**config.mk**
```make
export PLATFORM = sky130hd
export DESIGN_NAME = binary_outline_window_3x3_unit
export DESIGN_NICKNAME = d
export VERILOG_FILES = /design/src/hdl/bow_pkg.sv /design/src/hdl/bow_queue.sv /design/src/hdl/bow_front.sv /design/src/hdl/bow_back.sv /design/src/hdl/binary_outline_window_3x3_unit.sv
export SDC_FILE = /design/constraint.sdc
export NUM_CORES = 2
export LEC_CHECK = 0
export BUFFER_PORTS_ARGS = -buffer_cell sky130_fd_sc_hd__buf_2
export CORE_MARGIN = 2
export CORE_UTILIZATION = 35
export DETAILED_ROUTE_END_ITERATION = 8
export GPL_ROUTABILITY_DRIVEN = 0
export PLACE_DENSITY_LB_ADDON = 0.08
export SLEW_MARGIN = 30
export SYNTH_ARGS = -nofsm -noshare
export SYNTH_HDL_FRONTEND = slang
export SYNTH_MEMORY_MAX_BITS = 65536
export SYNTH_SLANG_ARGS = --single-unit
```
**constraint.sdc**
```tcl
create_clock -name clk -period 17.28 [get_ports clk]
set_input_delay 2.592 -clock clk [delete_from_list [all_inputs] [get_ports clk]]
set_output_delay 2.592 -clock clk [all_outputs]
set_load 0.02 [all_outputs]
```
**src/hdl/bow_pkg.sv**
```systemverilog
`default_nettype none

package bow_pkg;

    // Frame geometry
    localparam int MAX_WIDTH_DEFAULT = 1024;
    localparam int MIN_DIM           = 3;

    // Register file
    localparam int CFG_IDX_W  = 2;
    localparam int CFG_DATA_W = 12;
    localparam logic [CFG_IDX_W-1:0] CFG_IMAGE_WIDTH   = 2'd0;
    localparam logic [CFG_IDX_W-1:0] CFG_IMAGE_HEIGHT  = 2'd1;
    localparam logic [CFG_IDX_W-1:0] CFG_OUTLINE_VALUE = 2'd2;

    localparam int WIDTH_W  = 11;
    localparam int HEIGHT_W = 12;
    localparam int PIX_W    = 8;

    localparam logic [WIDTH_W-1:0]  WIDTH_RESET   = 11'd640;
    localparam logic [HEIGHT_W-1:0] HEIGHT_RESET  = 12'd480;
    localparam logic [PIX_W-1:0]    OUTLINE_RESET = 8'd0;

    // Item codes
    localparam logic OP_PIXEL = 1'b0;
    localparam logic OP_FLUSH = 1'b1;

    localparam logic [PIX_W-1:0] PIX_ZERO = 8'd0;
    localparam logic [PIX_W-1:0] PIX_FULL = 8'd255;

    // Pixel classes
    localparam int CLS_W = 2;
    typedef logic [CLS_W-1:0] cls_t;
    localparam cls_t CLS_ZERO  = 2'd0;
    localparam cls_t CLS_FULL  = 2'd1;
    localparam cls_t CLS_OTHER = 2'd2;

    // 3x3 window: position k = 3*column + row, newest column on top
    localparam int WIN_POS    = 9;
    localparam int WIN_CENTER = 4;
    localparam int WIN_W      = WIN_POS * CLS_W;
    localparam int COL_BITS   = 3 * CLS_W;

    // Queue between front and back
    localparam int QUEUE_DEPTH = 4;
    localparam int QPTR_W      = $clog2(QUEUE_DEPTH);
    localparam int QCNT_W      = $clog2(QUEUE_DEPTH + 1);

    // One word handed from front to back
    typedef struct packed {
        logic shift;    // pixel enters the window
        logic emit;     // a result is produced
        logic border;   // result position lies on the frame border
        logic eof;      // last result of the frame
        cls_t cls_up;
        cls_t cls_mid;
        cls_t cls_cur;
    } bow_word_t;

    function automatic cls_t classify(input logic [PIX_W-1:0] v);
        cls_t c;
        if (v == PIX_ZERO) begin
            c = CLS_ZERO;
        end
        else if (v == PIX_FULL) begin
            c = CLS_FULL;
        end
        else begin
            c = CLS_OTHER;
        end
        return c;
    endfunction

endpackage

`default_nettype wire

```
**src/hdl/bow_queue.sv**
```systemverilog
`default_nettype none

module bow_queue import bow_pkg::*;
(
    input  wire logic              clk,
    input  wire logic              rst_n,
    input  wire logic              push,
    input  wire bow_word_t         wr_word,
    input  wire logic              pop,
    output bow_word_t              head,
    output logic                   empty,
    output logic [QCNT_W-1:0]      count
);

    bow_word_t                slots [QUEUE_DEPTH];
    logic [QPTR_W-1:0]        wr_ptr_reg;
    logic [QPTR_W-1:0]        rd_ptr_reg;
    logic [QCNT_W-1:0]        count_reg;

    // storage
    always_ff @(posedge clk)
    begin
        if (push)
        begin
            slots[wr_ptr_reg] <= wr_word;
        end
    end

    // pointers and fill count; the front never pushes into a full queue
    always_ff @(posedge clk or negedge rst_n)
    begin
        if (!rst_n)
        begin
            wr_ptr_reg <= '0;
            rd_ptr_reg <= '0;
            count_reg  <= '0;
        end
        else
        begin
            if (push)
            begin
                wr_ptr_reg <= (wr_ptr_reg == QPTR_W'(QUEUE_DEPTH - 1)) ? '0
                                                                     : wr_ptr_reg + 1'b1;
            end
            if (pop)
            begin
                rd_ptr_reg <= (rd_ptr_reg == QPTR_W'(QUEUE_DEPTH - 1)) ? '0
                                                                     : rd_ptr_reg + 1'b1;
            end
            if (push && !pop)
            begin
                count_reg <= count_reg + 1'b1;
            end
            else if (pop && !push)
            begin
                count_reg <= count_reg - 1'b1;
            end
        end
    end

    assign head  = slots[rd_ptr_reg];
    assign empty = (count_reg == '0);
    assign count = count_reg;

endmodule

`default_nettype wire

```
**src/hdl/bow_front.sv**
```systemverilog
`default_nettype none

module bow_front import bow_pkg::*;
#(
    parameter int MaxWidth = MAX_WIDTH_DEFAULT
)
(
    input  wire logic                 clk,
    input  wire logic                 rst_n,
    input  wire logic                 push,
    input  wire logic                 operation,
    input  wire logic [PIX_W-1:0]     pixel,
    output logic                      full,
    input  wire logic [WIDTH_W-1:0]   image_width,
    input  wire logic [HEIGHT_W-1:0]  image_height,
    input  wire logic                 restart,
    input  wire logic [QCNT_W-1:0]    q_count,
    output logic                      q_push,
    output bow_word_t                 q_word
);

    localparam int IDX_W = $clog2(MaxWidth);
    localparam int CNT_W = $clog2(MaxWidth + 1);

    // line store: [3:2] upper row class, [1:0] middle row class
    logic [2*CLS_W-1:0]   line_mem [MaxWidth];
    logic [2*CLS_W-1:0]   rd_data_reg;

    logic [IDX_W-1:0]     col_reg;
    logic [HEIGHT_W-1:0]  row_reg;
    logic [IDX_W-1:0]     ecol_reg;
    logic [HEIGHT_W-1:0]  erow_reg;

    logic                 s1_valid_reg;
    bow_word_t            s1_word_reg;
    logic [IDX_W-1:0]     s1_col_reg;

    logic [CNT_W-1:0]     w_used;
    logic [HEIGHT_W-1:0]  h_used;
    logic [QCNT_W:0]      inflight;
    logic                 accept;
    logic                 drain;
    logic                 pending;
    logic                 col_last;
    logic                 ecol_last;
    logic                 erow_last;
    logic                 pix_emit;
    logic                 do_shift;
    logic                 do_emit;
    logic                 do_wrap;
    bow_word_t            s0_word;

    // clamp the frame size
    always_comb
    begin
        if (32'(image_width) > MaxWidth)
        begin
            w_used = CNT_W'(MaxWidth);
        end
        else if (32'(image_width) < MIN_DIM)
        begin
            w_used = CNT_W'(MIN_DIM);
        end
        else
        begin
            w_used = CNT_W'(image_width);
        end
        h_used = (32'(image_height) < MIN_DIM) ? HEIGHT_W'(MIN_DIM) : image_height;
    end

    // credit check: queue words plus the one in the read stage
    assign inflight = {1'b0, q_count} + (QCNT_W + 1)'(s1_valid_reg);
    assign full     = (inflight >= (QCNT_W + 1)'(QUEUE_DEPTH));
    assign accept   = push && !full;

    // classify the item
    assign drain     = (row_reg >= h_used);
    assign pending   = (erow_reg < h_used);
    assign col_last  = ((CNT_W'(col_reg) + CNT_W'(1)) == w_used);
    assign ecol_last = ((CNT_W'(ecol_reg) + CNT_W'(1)) == w_used);
    assign erow_last = ((erow_reg + HEIGHT_W'(1)) == h_used);
    assign pix_emit  = (row_reg != '0) && !((row_reg == HEIGHT_W'(1)) && (col_reg == '0));

    assign do_shift = accept && !drain && (operation == OP_PIXEL);
    assign do_emit  = accept && (drain ? pending : ((operation == OP_PIXEL) && pix_emit));
    assign do_wrap  = accept && drain && (!pending || (erow_last && ecol_last));

    always_comb
    begin
        s0_word         = '0;
        s0_word.shift   = do_shift;
        s0_word.emit    = do_emit;
        s0_word.border  = (erow_reg == '0) || erow_last || (ecol_reg == '0) || ecol_last;
        s0_word.eof     = erow_last && ecol_last;
        s0_word.cls_up  = CLS_ZERO;
        s0_word.cls_mid = CLS_ZERO;
        s0_word.cls_cur = classify(pixel);
    end

    // frame counters
    always_ff @(posedge clk or negedge rst_n)
    begin
        if (!rst_n)
        begin
            col_reg  <= '0;
            row_reg  <= '0;
            ecol_reg <= '0;
            erow_reg <= '0;
        end
        else if (restart || do_wrap)
        begin
            col_reg  <= '0;
            row_reg  <= '0;
            ecol_reg <= '0;
            erow_reg <= '0;
        end
        else
        begin
            if (do_shift)
            begin
                if (col_last)
                begin
                    col_reg <= '0;
                    row_reg <= row_reg + 1'b1;
                end
                else
                begin
                    col_reg <= col_reg + 1'b1;
                end
            end
            if (do_emit)
            begin
                if (ecol_last)
                begin
                    ecol_reg <= '0;
                    erow_reg <= erow_reg + 1'b1;
                end
                else
                begin
                    ecol_reg <= ecol_reg + 1'b1;
                end
            end
        end
    end

    // line store: read at accept, write back in the next cycle
    always_ff @(posedge clk)
    begin
        if (do_shift)
        begin
            rd_data_reg <= line_mem[col_reg];
        end
        if (s1_valid_reg && s1_word_reg.shift)
        begin
            line_mem[s1_col_reg] <= {rd_data_reg[CLS_W-1:0], s1_word_reg.cls_cur};
        end
    end

    // read stage
    always_ff @(posedge clk or negedge rst_n)
    begin
        if (!rst_n)
        begin
            s1_valid_reg <= 1'b0;
        end
        else
        begin
            s1_valid_reg <= do_shift || do_emit;
        end
    end

    always_ff @(posedge clk)
    begin
        if (do_shift || do_emit)
        begin
            s1_word_reg <= s0_word;
            s1_col_reg  <= col_reg;
        end
    end

    // merge line store data into the queue word
    always_comb
    begin
        q_word         = s1_word_reg;
        q_word.cls_up  = rd_data_reg[2*CLS_W-1:CLS_W];
        q_word.cls_mid = rd_data_reg[CLS_W-1:0];
    end

    assign q_push = s1_valid_reg;

endmodule

`default_nettype wire

```
**src/hdl/bow_back.sv**
```systemverilog
`default_nettype none

module bow_back import bow_pkg::*;
(
    input  wire logic              clk,
    input  wire logic              rst_n,
    input  wire bow_word_t         head,
    input  wire logic              q_empty,
    output logic                   q_pop,
    input  wire logic [PIX_W-1:0]  outline_value,
    input  wire logic              pop,
    output logic                   empty,
    output logic [PIX_W-1:0]       out_pixel,
    output logic                   end_of_frame
);

    logic [WIN_W-1:0]  win_reg;
    logic [WIN_W-1:0]  win_next;
    logic              out_valid_reg;
    logic [PIX_W-1:0]  out_pixel_reg;
    logic              out_eof_reg;
    logic              all_zero;
    logic              all_full;
    logic [PIX_W-1:0]  value;

    // take the head word unless its result has nowhere to go
    assign q_pop = !q_empty && (!head.emit || !out_valid_reg || pop);

    // window shift and neighbour test
    always_comb
    begin
        win_next = head.shift ? {head.cls_cur, head.cls_mid, head.cls_up,
                                 win_reg[WIN_W-1:COL_BITS]}
                              : win_reg;
        all_zero = 1'b1;
        all_full = 1'b1;
        for (int k = 0; k < WIN_POS; k++)
        begin
            if (k != WIN_CENTER)
            begin
                if (win_next[k*CLS_W +: CLS_W] != CLS_ZERO)
                begin
                    all_zero = 1'b0;
                end
                if (win_next[k*CLS_W +: CLS_W] != CLS_FULL)
                begin
                    all_full = 1'b0;
                end
            end
        end
        value = (head.border || all_zero || all_full) ? PIX_FULL : outline_value;
    end

    always_ff @(posedge clk)
    begin
        if (q_pop && head.shift)
        begin
            win_reg <= win_next;
        end
        if (q_pop && head.emit)
        begin
            out_pixel_reg <= value;
            out_eof_reg   <= head.eof;
        end
    end

    // output word register
    always_ff @(posedge clk or negedge rst_n)
    begin
        if (!rst_n)
        begin
            out_valid_reg <= 1'b0;
        end
        else if (q_pop && head.emit)
        begin
            out_valid_reg <= 1'b1;
        end
        else if (pop)
        begin
            out_valid_reg <= 1'b0;
        end
    end

    assign empty        = !out_valid_reg;
    assign out_pixel    = out_pixel_reg;
    assign end_of_frame = out_eof_reg;

endmodule

`default_nettype wire

```
**src/hdl/binary_outline_window_3x3_unit.sv**
```systemverilog
// Binary outline filter over a 3x3 window, streaming one pixel per cycle
// while full is low. Input queue side: push/full with operation and pixel.
// An item is taken at an edge where push is high and full is low. Pixel
// items arrive in raster order; flush items drain the results still owed
// once the last pixel of the frame is in (one result per flush).
// Result queue side: empty/pop with out_pixel and end_of_frame. A result
// waits on the ports while empty is low and leaves on pop.
// Each result is 255 when all eight neighbours are 0 or all are 255, or
// when the position lies on the frame border; otherwise outline_value.
// Results trail the pixels by one row plus one pixel.
// A word that gives a result is registered in the read stage as the line
// store is read, then written into the queue, then taken from the queue
// head through the window shift into the output register.
// Throughput: one word per cycle while full is low, set by the line store
// taking one read and one write per cycle and the one-column-per-cycle
// window shift. Receiver stall: a four-word queue between front and back
// absorbs it; full rises when the queue and the read stage together hold
// four words. Reset: counters cleared, registers back to 640x480 and
// outline 0; the line store is not cleared, no reset sweep. Config via
// cfg_valid/cfg_ready (always ready); writing width or height restarts the frame.
`default_nettype none

module binary_outline_window_3x3_unit import bow_pkg::*;
#(
    parameter int MaxWidth = MAX_WIDTH_DEFAULT
)
(
    input  wire logic                   clk,
    input  wire logic                   rst_n,
    input  wire logic                   push,
    output logic                        full,
    input  wire logic                   operation,
    input  wire logic [PIX_W-1:0]       pixel,
    input  wire logic                   pop,
    output logic                        empty,
    output logic [PIX_W-1:0]            out_pixel,
    output logic                        end_of_frame,
    input  wire logic                   cfg_valid,
    output logic                        cfg_ready,
    input  wire logic [CFG_IDX_W-1:0]   cfg_index,
    input  wire logic [CFG_DATA_W-1:0]  cfg_data
);

    logic [WIDTH_W-1:0]   width_reg;
    logic [HEIGHT_W-1:0]  height_reg;
    logic [PIX_W-1:0]     outline_reg;
    logic                 cfg_wr;
    logic                 restart;
    logic                 q_push;
    bow_word_t            q_word;
    bow_word_t            q_head;
    logic                 q_empty;
    logic                 q_pop;
    logic [QCNT_W-1:0]    q_count;

    // register file
    assign cfg_ready = 1'b1;
    assign cfg_wr    = cfg_valid && cfg_ready;
    assign restart   = cfg_wr && ((cfg_index == CFG_IMAGE_WIDTH) ||
                                  (cfg_index == CFG_IMAGE_HEIGHT));

    always_ff @(posedge clk or negedge rst_n)
    begin
        if (!rst_n)
        begin
            width_reg   <= WIDTH_RESET;
            height_reg  <= HEIGHT_RESET;
            outline_reg <= OUTLINE_RESET;
        end
        else if (cfg_wr)
        begin
            unique case (cfg_index)
                CFG_IMAGE_WIDTH:   width_reg   <= cfg_data[WIDTH_W-1:0];
                CFG_IMAGE_HEIGHT:  height_reg  <= cfg_data[HEIGHT_W-1:0];
                CFG_OUTLINE_VALUE: outline_reg <= cfg_data[PIX_W-1:0];
                default:           ;
            endcase
        end
    end

    bow_front #(
        .MaxWidth (MaxWidth)
    ) u_front (
        .clk          (clk),
        .rst_n        (rst_n),
        .push         (push),
        .operation    (operation),
        .pixel        (pixel),
        .full         (full),
        .image_width  (width_reg),
        .image_height (height_reg),
        .restart      (restart),
        .q_count      (q_count),
        .q_push       (q_push),
        .q_word       (q_word)
    );

    bow_queue u_queue (
        .clk     (clk),
        .rst_n   (rst_n),
        .push    (q_push),
        .wr_word (q_word),
        .pop     (q_pop),
        .head    (q_head),
        .empty   (q_empty),
        .count   (q_count)
    );

    bow_back u_back (
        .clk           (clk),
        .rst_n         (rst_n),
        .head          (q_head),
        .q_empty       (q_empty),
        .q_pop         (q_pop),
        .outline_value (outline_reg),
        .pop           (pop),
        .empty         (empty),
        .out_pixel     (out_pixel),
        .end_of_frame  (end_of_frame)
    );

    // queue plus read stage never exceed the credit limit
    a_inflight: assert property (@(posedge clk) disable iff (!rst_n)
        (({1'b0, q_count} + (QCNT_W + 1)'(q_push)) <= (QCNT_W + 1)'(QUEUE_DEPTH)))
        else $error("front/back queue overrun");

    // a free output register never leaves a queued word waiting
    a_back_moves: assert property (@(posedge clk) disable iff (!rst_n)
        (!q_empty && empty) |-> q_pop)
        else $error("back stalled with free output register");

    // only words that change the window or give a result enter the queue
    a_word_useful: assert property (@(posedge clk) disable iff (!rst_n)
        q_push |-> (q_word.shift || q_word.emit))
        else $error("idle word entered the queue");

endmodule

`default_nettype wire
```
==> out/metrics.yaml <==
status:
  run_status: "finished clean"
timing:
  hold_violations: 0
  fmax_mhz: 151.0
  fin_crit_ps: 6622
  maxSlewViolCount: 0
  holdWs_ps: 455.7
  worst_pin_slew_ps: 1098
  setup_viol: 0
  tns_ps: 0
  relSlewSlack: 0.2646
  final.setup_skew_ps: 49.30
  rsz0062_at_grt: "false"
  period_share: 0.3832
worst_setup_path:
  start_kind: "flip-flop"
  worstReg2RegEnd: "u_front.rd_data_reg[3]"
  crit_start: "u_front.col_reg[0]"
  crit_family: "buffers and inverters"
  r2r_slack_ps: 10660
  r2r_cells: 12
  cp-end-kind: "flip-flop"
  cpMaxStageDelayCell: "dfrtp_4"
  critPathArrivalTime_ps: 7380
  cp_num_buf_inv: 4
  path_cells: "buf_12 > buf_12 > buf_4 > buf_4 > mux4_2 > a22oi_1 > a21oi_1 > nor2_1 > nor2_1 > nor4_1 > a32oi_1 > mux2_2"
  worst_ep_required_time_ps: 18040
  slowest_delay_ps: 910
  crit_fanout: 73
  r2r_start: "u_front.col_reg[0]"
  crit_type: "flip-flop to flip-flop"
yosys:
  syn-instance-count: 8629
  syn_nets: 8697
  syn_area_per_cell_um2: 19.77
  ys.flop_type: "edfxtp_1"
  synth-edff-count: 4183
  synth_seq_cells: 4267
  synth_warnings: 0
  yosysUniqueCellTypes: 95
  synth-async-reset-ratio: 0.01969
  syn_area_um2: 170600
  yosysSeqAreaShare: 0.7487
run:
  drv_cap: 0
die:
  die_w_um: 702.2
  core_um2: 485900
  die_height_um: 702.2
  rows: 256
  start_util: 0.3511
  dieArea_um2: 493000
  top_level_ports: 40
finish:
  layout-drive-gt1-share: 0.2442
  largest_reg_flops: 4096
  synthToLayoutAreaGrowth_pct: 13.59
  fin_nets: 8868
clocking:
  cts_setup_buffers: 0
  cts_hold_buf: 0
  cts_buffer_depth: 4
  ctsResizeCount: 0
  clock-sinks: 4267
  cts-root-buf: "clkbuf_16"
  cts.clk_slew.worst_paths_ps: 60
  clk_latency_ps: 1020
  cts_tree: "built"
  htreeDepth: 5
  cts_made_buffers: 458
detailed_routing:
  drc_errors: 0
  ant_nets: 0
  via_per_inst: 5.602
  wl_per_cell_um: 34.92
  routed-via-count: 87610
  wl_um: 546200
  dr.pass1.iters: 6
  drt-initial-drc-count: 9949
global_routing:
  grt_max_degree: 218
  antenna_found_initial: 47
  grt_pass1_vias: 89690
  overflow: 0
  track_usage: 0.2190
  grt_pass1_wl_um: 754900
place:
  port_buffers: 38
  dpl.hpwl_um: 331200
hold_path:
  min_to: "u_back.win_reg[9]"
  hold-path-cell-count: 0
  hold_path.class: "flip-flop to flip-flop"
  hp-start: "u_back.win_reg[15]"
power:
  power_density_nw_per_um2: 134.7
  leakage_nw: 57.37
  peakVddDrop_uv: 94.51
  power_mw: 26.11
cells in the final DEF, fill, tap and decap left out, types with 105 or more instances in the layout:
| master | count |
|---|---|
| mux2i_1 | 155 |
| a21oi_1 | 106 |
| a22oi_1 | 124 |
| nand2_1 | 260 |
| clkinv_1 | 105 |
| mux4_2 | 1113 |
| clkbuf_16 | 464 |
| edfxtp_1 | 4183 |
| nor2_1 | 1108 |
| buf_4 | 227 |
power by group:
part	switching, mW	total [mW]	leakage, nW	internal, mW
logic	2.67	4.45	11.5	1.78
clock network	4.17	9.87	7.25	5.70
registers	0.127	11.8	38.6	11.7
cell usage after synthesis (6+ instances only):
master | instances | share of area
o221ai_1 | 11 | 0.00056
dfstp_2 | 6 | 0.00092
buf_1 | 15 | 0.00033
inv_1 | 48 | 0.0011
edfxtp_1 | 4183 | 0.74
ha_1 | 39 | 0.0029
o211ai_1 | 12 | 0.00053
buf_4 | 60 | 0.0026
o21ai_0 | 62 | 0.0018
a221oi_1 | 22 | 0.0011
a21oi_1 | 107 | 0.0031
a211oi_1 | 23 | 0.0010
mux4_2 | 1113 | 0.15
and3_1 | 13 | 0.00048
o22ai_1 | 40 | 0.0015
nor2b_1 | 23 | 0.00084
or3_1 | 30 | 0.0011
nand2b_1 | 9 | 0.00033
a311oi_1 | 6 | 0.00031
dfrtp_1 | 78 | 0.011
mux2i_1 | 156 | 0.0092
a31oi_1 | 36 | 0.0013
nor3b_1 | 8 | 0.00035
or2_2 | 6 | 0.00022
xnor2_1 | 24 | 0.0012
xor2_1 | 9 | 0.00046
buf_6 | 62 | 0.0041
buf_2 | 155 | 0.0045
a22o_1 | 20 | 0.0010
or4_1 | 14 | 0.00062
a22oi_1 | 124 | 0.0055
nor2_1 | 1117 | 0.025
nor4_1 | 23 | 0.00084
mux2_2 | 48 | 0.0032
nand4_1 | 31 | 0.0011
o2111ai_1 | 13 | 0.00067
and2_1 | 21 | 0.00077
nand3_1 | 112 | 0.0033
o31ai_1 | 13 | 0.00057
nand2_1 | 263 | 0.0058
a32oi_1 | 22 | 0.0011
nor3_1 | 36 | 0.0011
o311ai_0 | 9 | 0.00046
clkbuf_1 | 303 | 0.0067
worst register-to-register path, delay by kind of cell (launching register included):
kind                   cells  cell delay [ps]
flip-flops                 1              910
multiplexers               2              980
AO/OA/AOI/OAI              3              710
AND/OR/NAND/NOR            3             1050
buffers and inverters      4             2720
kinds of logic (layout without fill, tap and decap cells):
logic type	count (synthesis)	in the layout	synth area share
DFF	4267	4267	0.7487
adders and majority gates	40	40	0.002978
muxes	1317	1317	0.1593
buffers and inverters	654	1201	0.01992
and+or+nand+nor	1745	1745	0.04376
AOI/OAI and AO/OA	569	569	0.02330
xor gates and xnor gates	36	36	0.002090
other	1	15	0.00002198
layout make-up:
class | instances | area (µm²)
sequential | 4267 | 127700
inverter | 52 | 197.7
antenna | 14 | 35.03
clock buffer | 556 | 11970
multi-input combinational | 3708 | 40080
clock inverter | 280 | 2922
tap | 6450 | 8070
fill | 43240 | 292100
timing repair buffer | 313 | 2768
worst max-delay path by stage:
stage / end / depth (start not counted)
2_1_floorplan: u_front.line_mem[0][0] / 0
3_3_place_gp: u_front.rd_data_reg[2] / 11
3_5_place_dp: u_front.rd_data_reg[3] / 12
4_1_cts: u_front.rd_data_reg[3] / 12
5_1_grt: u_front.rd_data_reg[3] / 11
6_report: u_front.rd_data_reg[3] / 12
metal layers:
metal  vias to the layer above  global-route usage  part of all wire
li1                      35630                   -                 -
met3                       636             0.03448             0.064
met2                      3236              0.3506              0.47
met5                         -                   0          0.000081
met1                     48100              0.3152              0.44
met4                         6             0.05146             0.024
through the flow:
stage	instance area (µm²)	instances	worst slack, ps	utilization
floorplan	170600	8629	2537	-
global placement	178400	14780	9590	0.3672
CTS	193600	15620	10510	0.3984
finish	193800	15640	10660	0.3988
global route	193800	15630	10320	0.3988
detailed placement	178700	14790	10530	0.3678
(Power assumes the default switching activity.)
